--- src/rtl/core/assert_macros.svh ---
// Assertion macros shared by the unpacker RTL.
`ifndef ASSERT_MACROS_SVH
`define ASSERT_MACROS_SVH

// Property checked on every clock edge outside reset.
`define ASSERT_ALWAYS(label, clk, rst_n, prop, msg) \
    label: assert property (@(posedge clk) disable iff (!rst_n) prop) else $error(msg);

// Consequent checked in the cycle after the antecedent.
`define ASSERT_NEXT(label, clk, rst_n, ante, cons, msg) \
    label: assert property (@(posedge clk) disable iff (!rst_n) (ante) |=> (cons)) else $error(msg);

`endif

--- src/rtl/core/paeu_pkg.sv ---
// Types, constants and command/status structs of the packed ADC event unpacker.
package paeu_pkg;

    localparam int NUM_GROUPS        = 8;
    localparam int MAX_SAMPLES       = 4096;
    localparam int CH_PER_GROUP      = 8;
    localparam int SAMPLES_PER_BLOCK = 3;
    localparam int FIELD_W           = 12;
    localparam int SPC_W             = 13;

    localparam logic [SPC_W-1:0] SPC_RESET  = 13'd1023;
    localparam logic [3:0]       SIG_VALUE  = 4'hA;
    localparam logic [7:0]       GROUP_MASK = 8'((1 << NUM_GROUPS) - 1);

    localparam logic [1:0] ST_SAMPLE   = 2'd0;
    localparam logic [1:0] ST_BAD_SIG  = 2'd1;
    localparam logic [1:0] ST_MISMATCH = 2'd2;

    typedef struct packed {
        logic [31:0] data_word;
        logic        first_word;
    } t_in_item;

    typedef struct packed {
        logic [5:0]  channel;
        logic [11:0] sample_index;
        logic [11:0] sample_value;
        logic [1:0]  status;
        logic        last;
    } t_out_item;

    typedef struct packed {
        logic       load_header;
        logic       load_mask;
        logic       start_data;
        logic       load_word;
        logic       step;
        logic       emit_err;
        logic [1:0] err_status;
    } t_cmd;

    typedef struct packed {
        logic sig_ok;
        logic hdr_ok;
        logic out_free;
        logic field_fin;
        logic event_done;
        logic last_field;
    } t_sts;

endpackage

--- src/rtl/core/packed_adc_event_unpacker_top.sv ---
// Top level of the packed ADC event unpacker.
// Header words are parsed as they are accepted; a data word is loaded and then unpacked by
// the field step loop, one step per completed 12-bit field (2 or 3), with input stalled meanwhile.
// A sample is registered in the output register at its field step and is held there while the receiver stalls.
// Synchronous active-low reset clears the parser to idle and the register to 1023.
module packed_adc_event_unpacker_top (
    input  logic                          i_clk,
    input  logic                          i_rst_n,
    input  logic                          i_cfg_wr_en,
    input  logic [paeu_pkg::SPC_W-1:0]    i_cfg_wr_data,
    input  logic                          i_in_valid,
    output logic                          o_in_stall,
    input  paeu_pkg::t_in_item            i_in_item,
    output logic                          o_out_valid,
    input  logic                          i_out_stall,
    output paeu_pkg::t_out_item           o_out_item
);

    paeu_pkg::t_cmd cmd;
    paeu_pkg::t_sts sts;
    logic           in_ready;

    assign o_in_stall = !in_ready;

    paeu_ctrl u_ctrl (
        .i_clk        (i_clk),
        .i_rst_n      (i_rst_n),
        .i_in_valid   (i_in_valid),
        .i_first_word (i_in_item.first_word),
        .o_in_ready   (in_ready),
        .i_sts        (sts),
        .o_cmd        (cmd)
    );

    paeu_dp u_dp (
        .i_clk         (i_clk),
        .i_rst_n       (i_rst_n),
        .i_in_item     (i_in_item),
        .i_cfg_wr_en   (i_cfg_wr_en),
        .i_cfg_wr_data (i_cfg_wr_data),
        .i_cmd         (cmd),
        .o_sts         (sts),
        .o_out_valid   (o_out_valid),
        .i_out_stall   (i_out_stall),
        .o_out_item    (o_out_item)
    );

endmodule

--- src/rtl/core/paeu_ctrl.sv ---
// Event parsing state machine of the unpacker.
`include "assert_macros.svh"

module paeu_ctrl (
    input  logic            i_clk,
    input  logic            i_rst_n,
    input  logic            i_in_valid,
    input  logic            i_first_word,
    output logic            o_in_ready,
    input  paeu_pkg::t_sts  i_sts,
    output paeu_pkg::t_cmd  o_cmd
);

    localparam logic [2:0] S_IDLE      = 3'd0;
    localparam logic [2:0] S_HDR_MASK  = 3'd1;
    localparam logic [2:0] S_HDR_SKIP2 = 3'd2;
    localparam logic [2:0] S_HDR_SKIP3 = 3'd3;
    localparam logic [2:0] S_DATA      = 3'd4;
    localparam logic [2:0] S_UNPACK    = 3'd5;

    logic [2:0] r_state;
    logic [2:0] n_state;
    logic       in_acc;

    always_comb begin
        n_state    = r_state;
        o_cmd      = '0;
        o_in_ready = (r_state != S_UNPACK) && i_sts.out_free;
        in_acc     = i_in_valid && o_in_ready;
        if (in_acc) begin
            if (i_first_word) begin
                if (!i_sts.sig_ok) begin
                    o_cmd.emit_err   = 1'b1;
                    o_cmd.err_status = paeu_pkg::ST_BAD_SIG;
                    n_state          = S_IDLE;
                end else begin
                    o_cmd.load_header = 1'b1;
                    n_state           = S_HDR_MASK;
                end
            end else begin
                unique case (r_state)
                    S_HDR_MASK: begin
                        o_cmd.load_mask = 1'b1;
                        if (!i_sts.hdr_ok) begin
                            o_cmd.emit_err   = 1'b1;
                            o_cmd.err_status = paeu_pkg::ST_MISMATCH;
                            n_state          = S_IDLE;
                        end else begin
                            n_state = S_HDR_SKIP2;
                        end
                    end
                    S_HDR_SKIP2: begin
                        n_state = S_HDR_SKIP3;
                    end
                    S_HDR_SKIP3: begin
                        o_cmd.start_data = 1'b1;
                        n_state          = S_DATA;
                    end
                    S_DATA: begin
                        o_cmd.load_word = 1'b1;
                        n_state         = S_UNPACK;
                    end
                    default: begin
                    end
                endcase
            end
        end else if (r_state == S_UNPACK && i_sts.out_free) begin
            o_cmd.step = 1'b1;
            if (i_sts.field_fin || i_sts.event_done) begin
                n_state = S_IDLE;
            end else if (i_sts.last_field) begin
                n_state = S_DATA;
            end
        end
    end

    always_ff @(posedge i_clk) begin
        if (!i_rst_n) begin
            r_state <= S_IDLE;
        end else begin
            r_state <= n_state;
        end
    end

    `ASSERT_ALWAYS(a_step_needs_slot, i_clk, i_rst_n, o_cmd.step |-> i_sts.out_free, "field step with output slot busy")
    `ASSERT_NEXT(a_err_goes_idle, i_clk, i_rst_n, o_cmd.emit_err, r_state == S_IDLE, "error did not end the event")
    `ASSERT_NEXT(a_word_unpacks, i_clk, i_rst_n, o_cmd.load_word, r_state == S_UNPACK, "loaded word not unpacked")

endmodule

--- src/rtl/core/paeu_dp.sv ---
// Datapath of the unpacker: header check, bit buffer, field counters, output register.
`include "assert_macros.svh"

module paeu_dp (
    input  logic                          i_clk,
    input  logic                          i_rst_n,
    input  paeu_pkg::t_in_item            i_in_item,
    input  logic                          i_cfg_wr_en,
    input  logic [paeu_pkg::SPC_W-1:0]    i_cfg_wr_data,
    input  paeu_pkg::t_cmd                i_cmd,
    output paeu_pkg::t_sts                o_sts,
    output logic                          o_out_valid,
    input  logic                          i_out_stall,
    output paeu_pkg::t_out_item           o_out_item
);

    function automatic logic [2:0] f_lowest(input logic [7:0] m);
        logic [2:0] idx;
        idx = '0;
        for (int i = 7; i >= 0; i--) begin
            if (m[i]) begin
                idx = 3'(i);
            end
        end
        return idx;
    endfunction

    logic [paeu_pkg::SPC_W-1:0] r_spc;
    logic [27:0]                r_event_words;
    logic [7:0]                 r_mask;
    logic [2:0]                 r_group;
    logic [2:0]                 r_ch;
    logic [1:0]                 r_sub;
    logic [11:0]                r_base;
    logic [39:0]                r_bits;
    logic [5:0]                 r_avail;
    logic                       r_out_valid;
    paeu_pkg::t_out_item        r_out_item;

    logic [31:0] word;
    logic [7:0]  mask_in;
    logic [3:0]  groups;
    logic [27:0] ew_m4;
    logic [24:0] blocks;
    logic [15:0] n3;
    logic [15:0] qlo_sum;
    logic [15:0] qhi_sum;
    logic [12:0] qlo;
    logic [12:0] qhi1;
    logic [16:0] lo_prod;
    logic [16:0] hi_prod;
    logic        cnt_ok;

    logic [12:0] s;
    logic        emit;
    logic [7:0]  above;
    logic        has_next;
    logic        last_ch;
    logic        blk_end;
    logic [12:0] base3;
    logic        grp_end;
    logic        fin;

    // expected count check: floor(8*q/3) == n with q = floor(blocks/groups)
    // becomes qlo*groups <= blocks < (qhi+1)*groups
    always_comb begin
        word    = i_in_item.data_word;
        mask_in = word[7:0] & paeu_pkg::GROUP_MASK;
        groups  = '0;
        for (int g = 0; g < 8; g++) begin
            groups = groups + 4'(mask_in[g]);
        end
        ew_m4   = r_event_words - 28'd4;
        blocks  = ew_m4[27:3];
        n3      = 16'(r_spc) + 16'({r_spc, 1'b0});
        qlo_sum = n3 + 16'd7;
        qhi_sum = n3 + 16'd2;
        qlo     = qlo_sum[15:3];
        qhi1    = qhi_sum[15:3] + 13'd1;
        lo_prod = 17'(qlo) * 17'(groups);
        hi_prod = 17'(qhi1) * 17'(groups);
        cnt_ok  = (r_event_words >= 28'd4) && (groups != 4'd0) && (r_spc != '0)
                  && (int'(r_spc) <= paeu_pkg::MAX_SAMPLES);
    end

    always_comb begin
        s        = 13'(r_base) + 13'(r_sub);
        emit     = s < r_spc;
        above    = r_mask & (8'hFF << (4'(r_group) + 4'd1));
        has_next = |above;
        last_ch  = r_ch == 3'(paeu_pkg::CH_PER_GROUP - 1);
        blk_end  = last_ch && (r_sub == 2'(paeu_pkg::SAMPLES_PER_BLOCK - 1));
        base3    = 13'(r_base) + 13'(paeu_pkg::SAMPLES_PER_BLOCK);
        grp_end  = blk_end && (base3 >= r_spc);
        fin      = emit && last_ch && (s == r_spc - 13'd1) && !has_next;
    end

    assign o_sts.sig_ok     = word[31:28] == paeu_pkg::SIG_VALUE;
    assign o_sts.hdr_ok     = cnt_ok && (25'(lo_prod) <= blocks) && (blocks < 25'(hi_prod));
    assign o_sts.out_free   = !r_out_valid || !i_out_stall;
    assign o_sts.field_fin  = fin;
    assign o_sts.event_done = grp_end && !has_next;
    assign o_sts.last_field = r_avail < 6'(2 * paeu_pkg::FIELD_W);

    assign o_out_valid = r_out_valid;
    assign o_out_item  = r_out_item;

    always_ff @(posedge i_clk) begin
        if (!i_rst_n) begin
            r_spc       <= paeu_pkg::SPC_RESET;
            r_out_valid <= 1'b0;
        end else begin
            if (i_cfg_wr_en) begin
                r_spc <= i_cfg_wr_data;
            end
            if (i_cmd.emit_err || (i_cmd.step && emit)) begin
                r_out_valid <= 1'b1;
            end else if (r_out_valid && !i_out_stall) begin
                r_out_valid <= 1'b0;
            end
        end
    end

    always_ff @(posedge i_clk) begin
        if (i_cmd.load_header) begin
            r_event_words <= word[27:0];
        end
        if (i_cmd.load_mask) begin
            r_mask <= mask_in;
        end
        if (i_cmd.start_data) begin
            r_group <= f_lowest(r_mask);
            r_ch    <= '0;
            r_sub   <= '0;
            r_base  <= '0;
            r_bits  <= '0;
            r_avail <= '0;
        end else if (i_cmd.load_word) begin
            r_bits  <= ({8'd0, word} << r_avail[3:0]) | {32'd0, r_bits[7:0]};
            r_avail <= r_avail + 6'd32;
        end else if (i_cmd.step) begin
            r_bits  <= r_bits >> paeu_pkg::FIELD_W;
            r_avail <= r_avail - 6'(paeu_pkg::FIELD_W);
            if (blk_end) begin
                r_ch  <= '0;
                r_sub <= '0;
                if (grp_end) begin
                    r_base  <= '0;
                    r_group <= f_lowest(above);
                end else begin
                    r_base <= base3[11:0];
                end
            end else if (r_sub == 2'(paeu_pkg::SAMPLES_PER_BLOCK - 1)) begin
                r_sub <= '0;
                r_ch  <= r_ch + 3'd1;
            end else begin
                r_sub <= r_sub + 2'd1;
            end
        end

        if (i_cmd.emit_err) begin
            r_out_item.channel      <= '0;
            r_out_item.sample_index <= '0;
            r_out_item.sample_value <= '0;
            r_out_item.status       <= i_cmd.err_status;
            r_out_item.last         <= 1'b1;
        end else if (i_cmd.step && emit) begin
            r_out_item.channel      <= {r_group, r_ch};
            r_out_item.sample_index <= s[11:0];
            r_out_item.sample_value <= r_bits[paeu_pkg::FIELD_W-1:0];
            r_out_item.status       <= paeu_pkg::ST_SAMPLE;
            r_out_item.last         <= fin;
        end
    end

    `ASSERT_ALWAYS(a_carry_short, i_clk, i_rst_n, i_cmd.load_word |-> (r_avail < 6'(paeu_pkg::FIELD_W)), "carry holds a whole field at word load")
    `ASSERT_ALWAYS(a_step_has_field, i_clk, i_rst_n, i_cmd.step |-> (r_avail >= 6'(paeu_pkg::FIELD_W)), "field step without enough bits")

endmodule

--- config.mk ---
export PLATFORM = sky130hd
export DESIGN_NAME = packed_adc_event_unpacker_top
export DESIGN_NICKNAME = d
export VERILOG_FILES = /design/src/rtl/core/paeu_pkg.sv /design/src/rtl/core/packed_adc_event_unpacker_top.sv /design/src/rtl/core/paeu_ctrl.sv /design/src/rtl/core/paeu_dp.sv
export VERILOG_INCLUDE_DIRS = /design/src /design/src/rtl/core
export SDC_FILE = /design/constraint.sdc
export NUM_CORES = 1
export LEC_CHECK = 0
export ABC_AREA = 1
export BUFFER_PORTS_ARGS = -buffer_cell sky130_fd_sc_hd__buf_2
export CAP_MARGIN = 25
export CORE_UTILIZATION = 60
export CTS_CLUSTER_DIAMETER = 150
export DETAILED_ROUTE_END_ITERATION = 7
export GPL_ROUTABILITY_DRIVEN = 0
export HOLD_SLACK_MARGIN = 0.03
export PLACE_DENSITY_LB_ADDON = 0.05
export SKIP_LAST_GASP = 1
export SLEW_MARGIN = 0
export SYNTH_ARGS = -nofsm -noshare
export SYNTH_HDL_FRONTEND = slang
export SYNTH_SLANG_ARGS = --single-unit
--- constraint.sdc ---
create_clock -name i_clk -period 11.14 [get_ports i_clk]
set_clock_uncertainty 0.2 [all_clocks]
set_input_delay 1.671 -clock i_clk [delete_from_list [all_inputs] [get_ports i_clk]]
set_output_delay 1.671 -clock i_clk [all_outputs]
set_load 0.05 [all_outputs]
-- After elaboration in Yosys (flattened, before gate mapping)
Index checks and enable logic that the tools add are counted.
- add/subtract/negate cells: 20
- multipliers: 2
- div/mod/pow operators: 0
- $lt $le $gt $ge: 7
- eq/ne operators: 12
- shift-type cells: 2
- muxes and demuxes: 56
- bitwise gates (word level): 3
- reduce and logical (&&, ||, !) cells: 40
- operators by type and width (kind ; number):
    3-bit 2-to-1 mux ; 36
    40-bit 2-to-1 mux ; 2
    40-bit by 8-bit bitwise OR with 40-bit output ; 1
    32-bit by 4-bit << shifter with 40-bit output ; 1
    13-bit by 4-bit multiplier with 17-bit output ; 2
    28-bit by 3-bit >= comparator with 1-bit output, second input constant ; 1
    28-bit by 3-bit subtractor with 28-bit output, second input constant ; 1
    17-bit by 25-bit <= comparator with 1-bit output ; 1
    25-bit by 17-bit less-than comparator with 1-bit output ; 1
    4-bit by 1-bit adder with 4-bit output ; 6
    16-bit by 2-bit adder with 16-bit output, second input constant ; 1
    16-bit by 3-bit adder with 16-bit output, second input constant ; 1
    1-bit logical AND ; 16
    2-bit nonzero test ; 8
    13-bit by 14-bit adder with 15-bit output ; 1
    12-bit by 2-bit adder with 13-bit output ; 1
    12-bit by 2-bit adder with 13-bit output, second input constant ; 1
    13-bit by 1-bit adder with 13-bit output, second input constant ; 1
    13-bit equality test ; 1
    13-bit >= comparator ; 1
    13-bit <= comparator, second input constant ; 1
    13-bit less-than comparator ; 1
    13-bit nonzero test ; 1
    13-bit by 1-bit subtractor with 13-bit output, second input constant ; 1
    other kinds (32) ; 54
- register bits: 152
- latch bits: 0
- bits in writable memories: 0
- ROM bits: 0
- word-level logic and storage cells: 158
- memories kept: 0

-- Logic depth before layout (Yosys ltp)
- word-level depth: 19
- depth in mapped cells: 50
- depth with buffers taken out: 50

-- By module
A second synthesis with hierarchy kept.
- cell total of the unflattened synthesis: 1995
- area, all modules: 13960.9 um^2
- modules (own cells, without submodules) (module ; times used ; cells an instance ; area each (um^2) ; sequential area each (um^2)):
    paeu_dp ; 1 ; 1931 ; 13574.3 ; 3293.2
    paeu_ctrl ; 1 ; 63 ; 382.9 ; 60.1
    packed_adc_event_unpacker_top ; 1 ; 1 ; 3.8 ; 0.0

-- Worst setup path before layout
OpenSTA, ideal clock, no wires.
- path kind: input to register
- start point: input port i_in_item[1] in the netlist's numbering
- end point: register u_dp.r_out_item (netlist bit u_dp.o_out_item[10])
- setup time: 70 ps
- arrival: 8682 ps
- required time: 10870 ps
- path slack: 2188 ps
- stages: 38
- buffers on the path: 3
- path through: ha_1 > inv_1 > fa_1 > fa_1 > fa_1 > fa_1 > inv_1 > nand2_1 > nand2_1 > clkbuf_1 > clkinv_1 > clkbuf_1 > nor2_1 > fa_1 > inv_1 > fa_1 > fa_1 > o21ai_0 > [2 not listed] > nand2_1 > nand2_1 > a21oi_1 > o21ai_0 > nand2_1 > nand2_1 > xor2_1 > ha_1 > a21oi_1 > nor2_1 > a211oi_1 > nand2_1 > a21oi_1 > nand3_1 > nand2_2 > nand2_1 > buf_2 > a21oi_1
- word-level cells in the longest chain between the ends: 17
- ends and longest elaborated chain (item ; RTL line ; RTL):
    start, declared ; packed_adc_event_unpacker_top.sv:13 ; input paeu_pkg::t_in_item i_in_item,
    1-bit by 1-bit adder with 2-bit output (*) ; paeu_dp.sv:71 ; groups = groups + 4'(mask_in[g]);
    4-bit by 1-bit adder with 4-bit output (*) (6 in series) ; paeu_dp.sv:71 ;
    branches (longest 5 deep; another with 17-bit by 25-bit <= comparator with 1-bit output) ; -- ;
    1-bit logical AND (*) ; paeu_dp.sv:99 ; assign o_sts.hdr_ok = cnt_ok && (25'(lo_prod) <= blocks) && (blocks < 25'(hi_prod));
    3-bit 2-to-1 mux (*) ; paeu_ctrl.sv:44 ; if (!i_sts.hdr_ok) begin
    3-bit 2-to-1 mux (*) ; paeu_ctrl.sv:41 ; unique case (r_state)
    3-bit 2-to-1 mux (*) ; paeu_ctrl.sv:31 ; if (i_first_word) begin
    3-bit 2-to-1 mux (*) ; paeu_ctrl.sv:30 ; if (in_acc) begin
    end, declared ; paeu_dp.sv:38 ; paeu_pkg::t_out_item r_out_item;
Every way passes the cells marked *.
A chain may end at the register's enable or synchronous reset.

-- Worst setup path after layout
- start point: input port i_in_item[1] in the netlist's numbering
- end point: register u_dp.r_out_item (netlist bit u_dp.o_out_item[15])
Same word-level chain as after synthesis.

==> results_dict.tcl <==
set metrics [dict create \
    cts_root_buffer "clkbuf_16" \
    final_cell_mix "nand2_1, inv_1, nor2_1, a21oi_1, ha_1" \
    powerDensity_mw_per_mm2 202 \
    antenna_found_initial 0 \
    synth_edf_count 39 \
    synth_nets 2338 \
    startpoint_type "input port" \
    mappedNetlistArea_mm2 0.0142 \
    clockBufferDepth 2 \
    netlist_top_cells_area "dfxtp_1, nand2_1, ha_1" \
    finalHoldViolCount 0 \
    critPathMaxStageDelay_ns 0.56 \
    synthFlopType "dfxtp_1" \
    cts_made_buffers 17 \
    cpMostUsedCell "nand2_1" \
    synth_top_area_share 0.153 \
    fin_crit_sh 0.874 \
    drive_gt1_frac 0.0918 \
    path_clk_slew_ns 0.06 \
    design_area_mm2 0.0155 \
    htree_num_levels 4 \
    ys_types 53 \
    overflow 0 \
    drt_iter0_drc 1086 \
    ios 86 \
    num-fill-cells 2095 \
    synth-seq-area-share 0.236 \
    synthCells 2096 \
    setup_violations 0 \
    fin_crit_ns 9.73 \
    die_area_mm2 0.0243 \
    wl_per_cell_um 15.1 \
    die_w_um 156 \
    cp.required_ns 11.29 \
    die_h_um 156 \
    grt_max_degree 52 \
    antenna_left 0 \
    drv_slew 0 \
    vias_per_cell 5.54 \
    postSynth.asyncResetShare 0 \
    cts_tree "done" \
    syn2layout_area_growth_pct 9.07 \
    row_count 55 \
    path_class "in2reg" \
    insertion_delay_ns 0.43 \
    route.final.wire_length_um 37500 \
    io_buffers 85 \
    p_leak_nw 7.84 \
    drt_pass1_iterations 7 \
    synth_warnings 0 \
    fmax_ghz 0.103 \
    hold_class "reg2reg" \
    drc 0 \
    arrival_ns 9.89 \
    rsz0062_at_grt "false" \
    vias 13800 \
    postSynthAreaPerCell_um2 6.79 \
    dp_hpwl_um 30000 \
    ys_ff_latch 148 \
    cp-end-kind "flop" \
    tightest_slew_ns 0.882 \
    cts-resized-gates 0 \
    multiInputGateArea_mm2 0.00939 \
    cts_setup_buffers 0 \
    n_antenna_cell 0 \
    first_global_vias 12700 \
    layout_commonest_cell "nand2_1" \
    regArea_mm2 0.00335 \
    hold_buffers 0 \
    setup_tns_ns 0 \
    status "finished clean" \
    core_area_mm2 0.0229 \
    grt_use_total 0.316 \
    drv_cap 0 \
    placed_area_mm2 0.0149 \
    clock-sinks 148 \
    slowest_stage "clkinv_1" \
    grt_pass1_wl_um 61100 \
    nets 2407 \
    path_max_fanout 30 \
    yosys.area.top_type "dfxtp_1" \
    start_util 0.621 \
    irDropWorstVdd_v 0.000168 \
    slew-limit-headroom 0.410 \
]
## power by group
part / internal (mW) / total (mW) / switching (mW)
clock: 0.314 / 0.566 / 0.252
sequential: 0.640 / 0.701 / 0.0606
combinational: 0.709 / 1.87 / 1.16
total: 1.66 / 3.14 / 1.48
## sequential cells by signal, indices dropped and copies added, names as in the netlist
signal	count
u_dp.r_base	12
u_dp.r_mask	8
u_dp.r_spc	13
u_dp.r_avail	4
u_dp.r_sub	2
u_dp.r_ch	3
u_dp.o_out_item	33
u_ctrl.r_state	3
u_dp.o_out_valid	1
u_dp.r_bits	40
u_dp.r_group	3
u_dp.r_event_words	26
## final timing paths
check                      startpoint                  end  slack, ns  cells past startpoint
setup / recovery         i_in_item[1]  u_dp.o_out_item[15]       1.41                     37
hold / removal    u_dp.o_out_item[29]  u_dp.o_out_item[29]       0.26                      2
setup reg to reg        u_dp.r_spc[0]  u_dp.o_out_item[15]       3.16                     48
hold reg to reg   u_dp.o_out_item[29]  u_dp.o_out_item[29]       0.26                      2
## cell families after synthesis
group,after synthesis,share of synthesized area
compound gates,325,0.123
xor+xnor,70,0.0431
simple gates,958,0.291
mux,10,0.00704
fa+ha+maj,191,0.194
flops,148,0.236
buf+inv,394,0.105
## metrics by stage
stage	setup WS, ns	power [mW]	util	std cells	hold WS [ns]
6_report	1.41	3.14	0.677	2491	0.263
2_1_floorplan	2.19	2.14	-	2096	0.239
5_1_grt	0.872	3.44	0.677	2491	0.281
3_3_place_gp	1.30	2.51	0.652	2458	0.245
3_5_place_dp	1.02	2.56	0.652	2459	0.253
4_1_cts	1.45	3.14	0.677	2491	0.264
## cells in the mapped netlist, types with 8 or more instances
cell type    n
nand3_2      8
o21ai_0    119
nand2_2     21
nor3_1      17
nor2_2      11
a21oi_1    145
inv_1      336
mux2i_1     10
o22ai_1     15
ha_1       141
nand2_1    523
nand4_1     36
nor4_1      10
dfxtp_1    109
nor2_1     208
clkbuf_1    35
nand3_1     95
inv_2       10
xnor2_1     15
fa_1        50
edfxtp_1    39
xor2_1      55
## layout make-up
cell class	instances	area share
inverter	350	0.0849
multi-input combinational	1554	0.605
clock inverter	14	0.00911
clock buffer	18	0.0277
timing repair buffer	94	0.0318
tap	313	0.0252
sequential	148	0.216
## per-layer routing
metal | part of all wire | GRT usage | vias up
met2 | 0.46 | 0.524 | 477
met4 | 0.029 | 0.112 | 0
met5 | 0 | 0 | -
li1 | - | - | 6873
met1 | 0.45 | 0.421 | 6361
met3 | 0.065 | 0.0419 | 77
## worst max-delay path: cells and delay by family
family	cells	cell delay, ns
AO/OA/AOI/OAI	9	1.68
XOR/XNOR	1	0.15
adder cells (fa/ha/maj)	9	3.71
buffers and inverters	6	1.11
AND/OR/NAND/NOR	12	1.56
(Power assumes the default switching activity.)
